`config.mk`:
```
export PLATFORM = sky130hd
export DESIGN_NAME = ecu_table_read_responder
export DESIGN_NICKNAME = d
export VERILOG_FILES = /design/src/hw/rtl/etr_pkg.sv /design/src/hw/rtl/etr_ram.sv /design/src/hw/rtl/etr_ctrl.sv /design/src/hw/rtl/etr_datapath.sv /design/src/hw/rtl/ecu_table_read_responder.sv
export SDC_FILE = /design/constraint.sdc
export NUM_CORES = 1
export LEC_CHECK = 0
export BUFFER_PORTS_ARGS = -buffer_cell sky130_fd_sc_hd__buf_2
export CELL_PAD_IN_SITES_DETAIL_PLACEMENT = 1
export CELL_PAD_IN_SITES_GLOBAL_PLACEMENT = 2
export CORE_MARGIN = 3
export CORE_UTILIZATION = 45
export DETAILED_ROUTE_END_ITERATION = 16
export PLACE_DENSITY_LB_ADDON = 0.1
export SYNTH_ARGS = -nofsm -noshare
export SYNTH_HDL_FRONTEND = slang
export SYNTH_SLANG_ARGS = --single-unit
```
`constraint.sdc`:
```
create_clock -name clk -period 5.4 [get_ports clk]
set_input_delay 1.08 -clock clk [delete_from_list [all_inputs] [get_ports clk]]
set_output_delay 1.08 -clock clk [all_outputs]
set_load 0.02 [all_outputs]
```
`src/hw/rtl/etr_pkg.sv`:
```
// ----------------------------------------------------------------------------
// etr_pkg
// Shared types, constants and the CRC-32 byte update for the table read
// responder.
// ----------------------------------------------------------------------------
package etr_pkg;

	localparam logic [3:0]  POS_LAST  = 4'd12;
	localparam logic [7:0]  HDR_ZERO  = 8'h00;
	localparam logic [7:0]  HDR_LEN   = 8'h07;
	localparam logic [7:0]  HDR_CMD   = 8'h72;
	localparam logic [7:0]  STATUS_OK = 8'h00;
	localparam logic [31:0] CRC_POLY  = 32'hEDB88320;
	localparam logic [31:0] CRC_INIT  = 32'hFFFFFFFF;

	typedef enum logic [3:0] {
		ST_IDLE,
		ST_CHECK,
		ST_LEN_HI,
		ST_LEN_LO,
		ST_STATUS,
		ST_DATA_RD,
		ST_DATA_EMIT,
		ST_CRC3,
		ST_CRC2,
		ST_CRC1,
		ST_CRC0
	} state_t;

	typedef enum logic [2:0] {
		SEL_LEN_HI,
		SEL_LEN_LO,
		SEL_STATUS,
		SEL_DATA,
		SEL_CRC3,
		SEL_CRC2,
		SEL_CRC1,
		SEL_CRC0
	} sel_t;

	typedef struct packed {
		logic take;
		logic check;
		logic emit;
		sel_t sel;
		logic rd;
	} cmd_t;

	typedef struct packed {
		logic frame_end;
		logic frame_ok;
		logic out_free;
		logic size_zero;
		logic data_last;
	} sts_t;

	function automatic logic [31:0] crc_byte(input logic [31:0] crc, input logic [7:0] b);
		logic [31:0] c;
		c = crc ^ {24'h000000, b};
		for (int k = 0; k < 8; k++) begin
			c = (c >> 1) ^ (CRC_POLY & {32{c[0]}});
		end
		return c;
	endfunction

endpackage

```
`src/hw/rtl/etr_ram.sv`:
```
// ----------------------------------------------------------------------------
// etr_ram
// Generic single write port RAM with one registered read port.
// ----------------------------------------------------------------------------
module etr_ram #(
	parameter int WIDTH = 8,
	parameter int DEPTH = 56
) (
	input  logic                     clk,
	input  logic                     we,
	input  logic [$clog2(DEPTH)-1:0] waddr,
	input  logic [WIDTH-1:0]         wdata,
	input  logic [$clog2(DEPTH)-1:0] raddr,
	output logic [WIDTH-1:0]         rdata
);

	logic [WIDTH-1:0] mem_q [DEPTH];
	logic [WIDTH-1:0] rdata_q;

	always_ff @(posedge clk) begin
		if (we) begin
			mem_q[waddr] <= wdata;
		end
		rdata_q <= mem_q[raddr];
	end

	assign rdata = rdata_q;

endmodule

```
`src/hw/rtl/etr_ctrl.sv`:
```
// ----------------------------------------------------------------------------
// etr_ctrl
// Controller that accepts input beats, checks a finished frame and steps
// through the bytes of a reply.
// ----------------------------------------------------------------------------
module etr_ctrl (
	input  logic          clk,
	input  logic          arst_n,
	input  logic          in_valid,
	output logic          in_ready,
	input  etr_pkg::sts_t sts,
	output etr_pkg::cmd_t cmd
);

	import etr_pkg::*;

	state_t state_q;
	state_t state_n;

	always_ff @(posedge clk or negedge arst_n) begin
		if (!arst_n) begin
			state_q <= ST_IDLE;
		end else begin
			state_q <= state_n;
		end
	end

	always_comb begin
		state_n  = state_q;
		cmd      = '0;
		cmd.sel  = SEL_LEN_HI;
		in_ready = 1'b0;
		unique case (state_q)
			ST_IDLE: begin
				in_ready = 1'b1;
				if (in_valid) begin
					cmd.take = 1'b1;
					if (sts.frame_end) begin
						state_n = ST_CHECK;
					end
				end
			end
			ST_CHECK: begin
				cmd.check = 1'b1;
				state_n   = sts.frame_ok ? ST_LEN_HI : ST_IDLE;
			end
			ST_LEN_HI: begin
				cmd.sel = SEL_LEN_HI;
				if (sts.out_free) begin
					cmd.emit = 1'b1;
					state_n  = ST_LEN_LO;
				end
			end
			ST_LEN_LO: begin
				cmd.sel = SEL_LEN_LO;
				if (sts.out_free) begin
					cmd.emit = 1'b1;
					state_n  = ST_STATUS;
				end
			end
			ST_STATUS: begin
				cmd.sel = SEL_STATUS;
				if (sts.out_free) begin
					cmd.emit = 1'b1;
					state_n  = sts.size_zero ? ST_CRC3 : ST_DATA_RD;
				end
			end
			ST_DATA_RD: begin
				cmd.rd  = 1'b1;
				state_n = ST_DATA_EMIT;
			end
			ST_DATA_EMIT: begin
				cmd.sel = SEL_DATA;
				if (sts.out_free) begin
					cmd.emit = 1'b1;
					state_n  = sts.data_last ? ST_CRC3 : ST_DATA_RD;
				end
			end
			ST_CRC3: begin
				cmd.sel = SEL_CRC3;
				if (sts.out_free) begin
					cmd.emit = 1'b1;
					state_n  = ST_CRC2;
				end
			end
			ST_CRC2: begin
				cmd.sel = SEL_CRC2;
				if (sts.out_free) begin
					cmd.emit = 1'b1;
					state_n  = ST_CRC1;
				end
			end
			ST_CRC1: begin
				cmd.sel = SEL_CRC1;
				if (sts.out_free) begin
					cmd.emit = 1'b1;
					state_n  = ST_CRC0;
				end
			end
			ST_CRC0: begin
				cmd.sel = SEL_CRC0;
				if (sts.out_free) begin
					cmd.emit = 1'b1;
					state_n  = ST_IDLE;
				end
			end
			default: begin
				state_n = ST_IDLE;
			end
		endcase
	end

endmodule

```
`src/hw/rtl/etr_datapath.sv`:
```
// ----------------------------------------------------------------------------
// etr_datapath
// Frame assembly, CRC-32 accumulation, table storage and the output
// register of the table read responder.
// ----------------------------------------------------------------------------
module etr_datapath #(
	parameter int TABLE_BYTES = 56
) (
	input  logic          clk,
	input  logic          arst_n,
	input  etr_pkg::cmd_t cmd,
	output etr_pkg::sts_t sts,
	input  logic          action,
	input  logic [7:0]    data_byte,
	input  logic [5:0]    table_index,
	input  logic          out_ready,
	output logic          out_valid,
	output logic [7:0]    tx_byte,
	output logic          last_byte
);

	import etr_pkg::*;

	localparam int AW = $clog2(TABLE_BYTES);
	localparam int CW = $clog2(TABLE_BYTES + 1);

	logic [3:0]             pos_q;
	logic [31:0]            crc_q;
	logic [15:0]            ofs_q;
	logic [15:0]            size_q;
	logic [31:0]            got_q;
	logic [CW-1:0]          len_q;
	logic [CW-1:0]          cnt_q;
	logic                   zero_q;
	logic                   vld_rd_q;
	logic [TABLE_BYTES-1:0] vld_q;
	logic                   out_valid_q;
	logic [7:0]             tx_byte_q;
	logic                   last_q;

	logic                   rx_take;
	logic                   wr_take;
	logic [3:0]             pos_n;
	logic [16:0]            end_w;
	logic [15:0]            room_w;
	logic [CW-1:0]          clip_w;
	logic [CW-1:0]          idx_w;
	logic [CW:0]            addr_sum;
	logic                   zero_w;
	logic [AW-1:0]          raddr;
	logic [7:0]             rdata;
	logic [7:0]             data_w;
	logic [15:0]            len16;
	logic [31:0]            fin_w;
	logic [7:0]             byte_w;

	assign rx_take = cmd.take && !action;
	assign wr_take = cmd.take && action && (table_index < 6'(TABLE_BYTES));

	always_comb begin
		case (pos_q)
			4'd0:    pos_n = (data_byte == HDR_ZERO) ? 4'd1 : 4'd0;
			4'd1:    pos_n = (data_byte == HDR_LEN)  ? 4'd2 : 4'd0;
			4'd2:    pos_n = (data_byte == HDR_CMD)  ? 4'd3 : 4'd0;
			4'd3:    pos_n = (data_byte == HDR_ZERO) ? 4'd4 : 4'd0;
			4'd4:    pos_n = (data_byte == HDR_LEN)  ? 4'd5 : 4'd0;
			POS_LAST: pos_n = 4'd0;
			default: pos_n = pos_q + 4'd1;
		endcase
	end

	always_ff @(posedge clk or negedge arst_n) begin
		if (!arst_n) begin
			pos_q <= 4'd0;
		end else if (rx_take) begin
			pos_q <= pos_n;
		end
	end

	always_ff @(posedge clk or negedge arst_n) begin
		if (!arst_n) begin
			vld_q <= '0;
		end else if (wr_take) begin
			vld_q[table_index[AW-1:0]] <= 1'b1;
		end
	end

	assign end_w  = {1'b0, ofs_q} + {1'b0, size_q};
	assign room_w = 16'(TABLE_BYTES) - ofs_q;
	assign clip_w = (end_w > 17'(TABLE_BYTES)) ? room_w[CW-1:0] : size_q[CW-1:0];

	assign idx_w    = cnt_q ^ {{(CW - 1){1'b0}}, 1'b1};
	assign addr_sum = {1'b0, ofs_q[CW-1:0]} + {1'b0, idx_w};
	assign zero_w   = (cnt_q | {{(CW - 1){1'b0}}, 1'b1}) >= len_q;
	assign raddr    = zero_w ? '0 : addr_sum[AW-1:0];

	etr_ram #(
		.WIDTH(8),
		.DEPTH(TABLE_BYTES)
	) u_table (
		.clk  (clk),
		.we   (wr_take),
		.waddr(table_index[AW-1:0]),
		.wdata(data_byte),
		.raddr(raddr),
		.rdata(rdata)
	);

	assign data_w = (zero_q || !vld_rd_q) ? 8'h00 : rdata;
	assign len16  = 16'(len_q) + 16'd1;
	assign fin_w  = ~crc_q;

	always_comb begin
		case (cmd.sel)
			SEL_LEN_HI: byte_w = len16[15:8];
			SEL_LEN_LO: byte_w = len16[7:0];
			SEL_STATUS: byte_w = STATUS_OK;
			SEL_DATA:   byte_w = data_w;
			SEL_CRC3:   byte_w = fin_w[31:24];
			SEL_CRC2:   byte_w = fin_w[23:16];
			SEL_CRC1:   byte_w = fin_w[15:8];
			SEL_CRC0:   byte_w = fin_w[7:0];
			default:    byte_w = 8'h00;
		endcase
	end

	always_ff @(posedge clk) begin
		if (rx_take) begin
			case (pos_q)
				4'd2:    crc_q <= crc_byte(CRC_INIT, data_byte);
				4'd3, 4'd4, 4'd7, 4'd8: crc_q <= crc_byte(crc_q, data_byte);
				4'd5: begin
					crc_q       <= crc_byte(crc_q, data_byte);
					ofs_q[15:8] <= data_byte;
				end
				4'd6: begin
					crc_q      <= crc_byte(crc_q, data_byte);
					ofs_q[7:0] <= data_byte;
				end
				4'd9, 4'd10, 4'd11, POS_LAST: got_q <= {got_q[23:0], data_byte};
				default: got_q <= got_q;
			endcase
			if (pos_q == 4'd7) begin
				size_q[15:8] <= data_byte;
			end
			if (pos_q == 4'd8) begin
				size_q[7:0] <= data_byte;
			end
		end
		if (cmd.check) begin
			len_q <= clip_w;
			cnt_q <= '0;
		end
		if (cmd.rd) begin
			zero_q   <= zero_w;
			vld_rd_q <= vld_q[raddr];
		end
		if (cmd.emit && cmd.sel == SEL_STATUS) begin
			crc_q <= crc_byte(CRC_INIT, STATUS_OK);
		end
		if (cmd.emit && cmd.sel == SEL_DATA) begin
			crc_q <= crc_byte(crc_q, data_w);
			cnt_q <= cnt_q + CW'(1);
		end
		if (cmd.emit) begin
			tx_byte_q <= byte_w;
			last_q    <= (cmd.sel == SEL_CRC0);
		end
	end

	always_ff @(posedge clk or negedge arst_n) begin
		if (!arst_n) begin
			out_valid_q <= 1'b0;
		end else if (cmd.emit) begin
			out_valid_q <= 1'b1;
		end else if (out_ready) begin
			out_valid_q <= 1'b0;
		end
	end

	assign sts.frame_end = !action && (pos_q == POS_LAST);
	assign sts.frame_ok  = (fin_w == got_q) && (ofs_q < 16'(TABLE_BYTES));
	assign sts.out_free  = !out_valid_q || out_ready;
	assign sts.size_zero = (len_q == '0);
	assign sts.data_last = ((cnt_q + CW'(1)) == len_q);

	assign out_valid = out_valid_q;
	assign tx_byte   = tx_byte_q;
	assign last_byte = last_q;

endmodule

```
`src/hw/rtl/ecu_table_read_responder.sv`:
```
// ----------------------------------------------------------------------------
// ecu_table_read_responder
// Serial table read command parser and reply generator with CRC-32 framing.
// ----------------------------------------------------------------------------
// Each input beat is either a received link byte or a write of one table
// byte, and is taken while no reply or frame check is in progress. The beat
// that completes a 13-byte command is followed by a check of its CRC and
// offset. A reply then leaves the output register at one byte per cycle,
// while the output is not stalled, for the length, status and CRC bytes.
// Each table data byte passes through a read state before its emit state,
// as the read of the table RAM is registered. No input beat is taken until
// the last reply byte is in the output register.
module ecu_table_read_responder #(
	parameter int TABLE_BYTES = 56
) (
	input  logic       clk,
	input  logic       arst_n,
	input  logic       in_valid,
	output logic       in_ready,
	input  logic       action,
	input  logic [7:0] data_byte,
	input  logic [5:0] table_index,
	output logic       out_valid,
	input  logic       out_ready,
	output logic [7:0] tx_byte,
	output logic       last_byte
);

	import etr_pkg::*;

	cmd_t cmd;
	sts_t sts;

	etr_ctrl u_ctrl (
		.clk     (clk),
		.arst_n  (arst_n),
		.in_valid(in_valid),
		.in_ready(in_ready),
		.sts     (sts),
		.cmd     (cmd)
	);

	etr_datapath #(
		.TABLE_BYTES(TABLE_BYTES)
	) u_dp (
		.clk        (clk),
		.arst_n     (arst_n),
		.cmd        (cmd),
		.sts        (sts),
		.action     (action),
		.data_byte  (data_byte),
		.table_index(table_index),
		.out_ready  (out_ready),
		.out_valid  (out_valid),
		.tx_byte    (tx_byte),
		.last_byte  (last_byte)
	);

endmodule

```
==> metrics.yaml, run 1 <==
outcome: "complete, no violations"
die_y_um: 263
netlist_area_mm2: 0.0296
coreArea_mm2: 0.0648
syn_to_final_growth_pct: 12.0
fin_crit_sh_pct: 81.5
cts-resized-gates: 0
maxCapViolations: 0
first_pass_iters: 6
postCtsSetupBuffers: 0
wl_per_cell_um: 31.0
slowest_delay_ns: 0.66
wl_um: 101000
synthArstFlopShare_pct: 10.2
synth_nets: 2360
critical_path_class: "flip-flop to flip-flop"
critPathLaunch: "u_dp.cnt_q[0]"
crit-reg2reg-launch: "u_dp.cnt_q[0]"
synth.ff_latch_count: 640
clkTransAtPathRegs_ns: 0.06
rsz0062_at_grt: "false"
fillers: 6461
nets: 2396
ys.flop_type: "edfxtp_1"
critPathSlowestCell: "or3_4"
die_width_um: 263
worstSetupEndpointType: "flip-flop"
holdBufCountCts: 0
ys_types: 87
cts_buffers: 70
crit_path_start_kind: "flip-flop"
worst_pin_slew_ns: 1.18
finalSetupTns_ns: 0
power_density_mw_per_mm2: 561
ys_warn_count: 0
critPathArrivalTime_ns: 4.88
path_cells: "inv_1, ha_4, fa_1, xor2_2, nand2_1, or3_4, buf_4, nand2_1, o221a_2, o21ai_0, nand3_1, a2bb2oi_1"
utilization_pct: 51.2
clkSinkCount: 640
dp.final_hpwl_um: 67500
cts_tree: "built"
grt_pass1_vias: 20600
htreeDepth: 3
antenna_found_initial: 5
drv_slew: 0
die_area_mm2: 0.0689
synth_edf_count: 567
gp_congestion: 0.900
drtIter0Drc: 2131
avgSynthCellArea_um2: 12.9
synth_cells: 2298
vias: 19900
p_leak_nw: 11.6
multiInputGateArea_mm2: 0.0102
cts-root-buf: "clkbuf_16"
cp_max_fo: 54
ir_drop_mv: 0.595
ios: 30
grt_max_degree: 133
drc: 0
start_util_pct: 45.7
path_common_cell: "nand2_1"
vias_per_cell: 6.14
rows: 93
drive_gt1_share_pct: 13.4
postRouteAntennaNets: 0
hp-class: "input port to async pin"
io_buffers: 29
clock_latency_ns: 0.63
clock_path_buffers: 3
required_ns: 5.88
fmax_mhz: 227
seq_area_frac_synth_pct: 63.5
n_antenna_cell: 0
period_minus_slack_ns: 4.40
grt_pass1_wl_um: 146000
grt_use_total_pct: 28.9
skew_ns: 0.0341
gr-total-overflow: 0
regArea_mm2: 0.0188
hold_violations: 0
setup_viol_count_final: 0
maxSlewHeadroom_pct: 20.9
## critical path: cells and delay by family (launching register included)
kind            cells  cell delay, ns
compound gates      3            0.99
xor+xnor            1            0.22
fa+ha+maj           2            0.66
buf+inv             2            0.49
flops               1            0.44
simple gates        4            1.42
## layer usage
layer,GRT usage (%),vias up,routed length [um]
met1,37.9,10200,41300
met5,0,-,24
met2,46.6,798,47300
met3,5.99,228,7070
li1,-,8666,-
met4,12.5,4,4920
## final cells by class
class | count | area share [%]
sequential | 640 | 56.7
multi-input combinational | 1497 | 30.7
clock buffer | 94 | 5.77
tap | 855 | 3.22
timing repair buffer | 89 | 1.97
clock inverter | 34 | 1.20
inverter | 36 | 0.407
## registers in the layout, summed over array words and instances (netlist names), 4 cells and up
register / count
u_dp.size_q: 16
u_dp.len_q: 6
u_dp.cnt_q: 6
u_dp.got_q: 32
u_dp.ofs_q: 16
u_ctrl.state_q: 4
u_dp.u_table.rdata: 8
u_dp.u_table.mem_q: 448
u_dp.pos_q: 4
u_dp.crc_q: 32
u_dp.tx_byte: 8
u_dp.vld_q: 56
## per-stage QoR
stage	setup WS, ns	cell area, um2	power, mW	hold WS (ns)	cells
floorplan	0.693	29600	10.7	0.433	2298
detailed placement	1.07	30900	13.7	0.454	3116
CTS	1.07	33200	18.6	0.393	3244
finish	0.999	33200	18.6	0.410	3245
global placement	1.16	30900	13.6	0.445	3116
global route	0.940	33200	19.3	0.413	3245
## kinds of logic (layout without fill, tap and decap cells)
kind of cell	Yosys count	in the layout	synth area share (%)
flip-flops	640	640	63.5
AND/OR/NAND/NOR	639	639	10.2
AO/OA/AOI/OAI	453	453	10.5
XOR/XNOR	251	251	7.50
buffers and inverters	161	253	2.29
multiplexers	111	111	4.17
adder cells (fa/ha/maj)	43	43	1.87
## power by group
| part | leakage, nW | total (mW) | switching [mW] | internal [mW] |
|---|---|---|---|---|
| Combinational | 4.39 | 7.77 | 5.21 | 2.56 |
| Clock | 1.14 | 4.89 | 2.01 | 2.88 |
| Sequential | 6.07 | 5.94 | 0.276 | 5.67 |
## layout by cell type, fill, tap and decap left out, types with 19 or more instances in the layout
cell	instances
inv_1	34
nand3_1	47
nor3_1	23
mux2_2	30
nor2_1	208
xnor2_1	164
dfrtp_1	65
buf_2	28
o221ai_1	19
nand2_1	180
buf_4	56
ha_1	40
a21oi_1	100
edfxtp_1	567
mux2i_1	74
a2111oi_0	21
o22ai_1	34
clkbuf_16	71
o21ai_0	70
xor2_1	82
a211oi_1	35
or2_2	62
## cell usage after synthesis, types with 6 or more instances
| cell | number | area (um2) |
|---|---|---|
| or2_2 | 62 | 388 |
| a41oi_1 | 12 | 105 |
| nor2_1 | 208 | 781 |
| or3_1 | 8 | 50.1 |
| and4_1 | 9 | 78.8 |
| o31ai_1 | 7 | 52.6 |
| nand2b_1 | 7 | 43.8 |
| a21oi_1 | 100 | 500 |
| inv_1 | 34 | 128 |
| o211ai_1 | 15 | 113 |
| a2111oi_0 | 21 | 184 |
| a221oi_1 | 16 | 140 |
| a22oi_1 | 16 | 120 |
| o221ai_1 | 19 | 166 |
| and3_1 | 18 | 113 |
| mux2_2 | 30 | 338 |
| clkbuf_1 | 66 | 248 |
| nand2_1 | 180 | 676 |
| edfxtp_1 | 567 | 17000 |
| mux4_2 | 7 | 158 |
| nor4_1 | 11 | 68.8 |
| o21bai_1 | 6 | 45.0 |
| nor3_1 | 25 | 125 |
| o21ai_0 | 71 | 355 |
| nor2b_1 | 14 | 87.6 |
| ha_1 | 41 | 513 |
| nand3_1 | 49 | 245 |
| a21o_1 | 12 | 90.1 |
| a31oi_1 | 18 | 113 |
| o22ai_1 | 34 | 213 |
| dfrtp_1 | 65 | 1630 |
| nor3b_1 | 6 | 45.0 |
| a311oi_1 | 7 | 61.3 |
| mux2i_1 | 74 | 741 |
| dfxtp_1 | 8 | 160 |
| a211oi_1 | 35 | 263 |
| xnor2_1 | 165 | 1450 |
| and2_1 | 7 | 43.8 |
| a2bb2oi_1 | 6 | 52.6 |
| buf_2 | 41 | 205 |
| nand4_1 | 17 | 106 |
| xor2_1 | 83 | 727 |
| buf_1 | 14 | 52.6 |
## final timing paths
check                                        end  slack, ns  cells after the start
setup / recovery           u_dp.u_table.rdata[1]        1.0                     12
hold / removal                    u_dp.vld_q[22]       0.41                      1
setup reg to reg           u_dp.u_table.rdata[1]        1.0                     12
hold reg to reg                   u_dp.got_q[22]       0.46                      0
max in group asynchronous         u_dp.vld_q[36]       3.89                      2
min in group clk                  u_dp.got_q[22]       0.46                      0
Note: power is estimated with default switching activity, not from simulation.
==> inputs of run 2 (changes only) <==
==> constraint.sdc (replaced) <==
create_clock -name clk -period 4.25 [get_ports clk]
set_input_delay 0.85 -clock clk [delete_from_list [all_inputs] [get_ports clk]]
set_output_delay 0.85 -clock clk [all_outputs]
set_load 0.02 [all_outputs]
==> metrics.yaml, run 2 (synthesized netlist as in run 1, its figures left out) <==
largest_reg_flops: 448
cts-root-buf: "clkbuf_16"
largest_register: "u_dp.u_table.mem_q"
hold_violations: 0
worst_pin_slew_ns: 1.07
critPathArrivalTime_ns: 4.59
io_buffers: 29
ios: 30
crit_path_start_kind: "flip-flop"
switching_share_pct: 39.8
hp-class: "input port to async pin"
r2r_setup_slack_ns: 0.22
cts_buffers: 72
required_ns: 4.80
rows: 93
reg2reg_depth: 13
final_cell_mix: "edfxtp_1, nor2_1, nand2_1"
p_leak_nw: 12.0
coreArea_mm2: 0.0648
wl_um: 100000
drv_slew: 0
layout_commonest_cell: "edfxtp_1"
gr-total-overflow: 0
grt_use_total_pct: 28.7
clock_path_buffers: 3
grt_pass1_vias: 21000
syn_to_final_growth_pct: 14.2
wl_per_cell_um: 30.3
first_pass_iters: 5
drive_gt1_share_pct: 15.9
period_minus_slack_ns: 4.03
grt_pass1_wl_um: 146000
crit-reg2reg-launch: "u_dp.cnt_q[0]"
place_area_mm2: 0.0314
maxCapViolations: 0
drtIter0Drc: 1738
postRouteAntennaNets: 0
die_y_um: 263
clkTransAtPathRegs_ns: 0.06
htreeDepth: 3
power_density_mw_per_mm2: 712
vias: 20300
dp.final_hpwl_um: 68400
gp_congestion: 0.912
reg_top3: "u_dp.u_table.mem_q x448, u_dp.vld_q x56"
antenna_found_initial: 5
p_switching_mw: 9.60
maxSlewHeadroom_pct: 28.3
nets: 2459
start_util_pct: 45.7
drc: 0
p_int_mw: 14.5
ir_drop_mv: 0.619
postLayoutCellArea_mm2: 0.0338
critical_path_class: "flip-flop to flip-flop"
p_comb_share_pct: 42.0
skew_ns: 0.0401
rsz0062_at_grt: "false"
die_width_um: 263
worstSetupEndpointType: "flip-flop"
r2r-end: "u_dp.u_table.rdata[5]"
outcome: "complete, no violations"
cts_tree: "built"
sequentialPowerShare_pct: 31.2
holdBufCountCts: 0
fmax_mhz: 248
die_area_mm2: 0.0689
setup_viol_count_final: 0
power.share.clock_pct: 26.8
clkSinkCount: 640
finalSetupTns_ns: 0
clock_latency_ns: 0.63
vias_per_cell: 6.12
fin_crit_sh_pct: 94.9
cp_max_fo: 53
grt_max_degree: 68
## run 2: cell count changes in the layout (fill, tap and decap cells not counted), moves of 2 or more
cell,delta
a2111oi_1,+3
clkinvlp_4,+3
clkbuf_16,+4
clkbuf_1,-3
clkbuf_8,-2
a2111oi_0,-3
buf_12,+4
clkinv_2,+2
buf_4,+58
## run 2: final cells by class
cell class / instances / area (um2)
fill: 6403 / 31000
sequential: 640 / 18800
multi-input combinational: 1497 / 10200
clock buffer: 93 / 1970
timing repair buffer: 150 / 1160
tap: 855 / 1070
clock inverter: 40 / 459
inverter: 36 / 135
antenna: 1 / 2.50
## run 2: worst max path at each step
| stage | startpoint | to | slack [ns] | cells past startpoint |
|---|---|---|---|---|
| finish | u_dp.cnt_q[0] | u_dp.u_table.rdata[5] | 0.22 | 13 |
| global route | u_dp.cnt_q[0] | u_dp.u_table.rdata[4] | 0.06 | 13 |
| CTS | u_dp.cnt_q[0] | u_dp.u_table.rdata[5] | 0.03 | 13 |
| detailed placement | u_dp.cnt_q[0] | u_dp.u_table.rdata[5] | 0.02 | 13 |
| global placement | u_dp.cnt_q[0] | u_dp.u_table.rdata[5] | 0.03 | 13 |
| floorplan | u_dp.pos_q[0] | u_dp.crc_q[0] | 0.40 | 10 |
## run 2: repair_timing
action | in CTS | in global routing
endpoints found under the setup margin | 0 | 3
gates resized for setup | 0 | 3
buffers inserted | 0 | 0
## run 2: power groups by stage
stage,Combinational [mW],Clock (mW),Sequential [mW]
2_1_floorplan,6.17,0,7.47
3_3_place_gp,9.83,0,7.63
3_5_place_dp,9.95,0,7.64
4_1_cts,10.0,6.55,7.51
5_1_grt,10.7,6.82,7.54
6_report,10.1,6.46,7.52
## run 2: critical path: stages, from the launching register on
cell       delay, ns
edfxtp_1        0.43
inv_1           0.11
ha_4            0.18
fa_1            0.48
xor2_2          0.23
nand2_1         0.12
nor3_2          0.20
buf_12          0.25
buf_12          0.29
a211oi_1        0.09
a2111oi_1       0.83
o221ai_1        0.34
and3_1          0.30
o211ai_1        0.09
## run 2: routing by layer
layer  part of all wire [%]  GRT usage (%)  up-vias
met4                    3.9           10.4        2
met3                    5.5           4.57      196
li1                       -              -     8825
met1                     42           37.9    10500
met2                     49           47.9      714
met5                  0.013              0        -
## run 2: stage by stage
step | hold slack (ns) | util [%] | std cells | total power, mW | setup slack, ns
6_report | 0.348 | 52.2 | 3312 | 24.1 | 0.216
2_1_floorplan | 0.433 | - | 2298 | 13.6 | 0.404
3_5_place_dp | 0.454 | 48.4 | 3178 | 17.6 | 0.0155
5_1_grt | 0.382 | 52.2 | 3311 | 25.1 | 0.0639
3_3_place_gp | 0.448 | 48.4 | 3178 | 17.5 | 0.0345
4_1_cts | 0.359 | 52.2 | 3311 | 24.1 | 0.0269
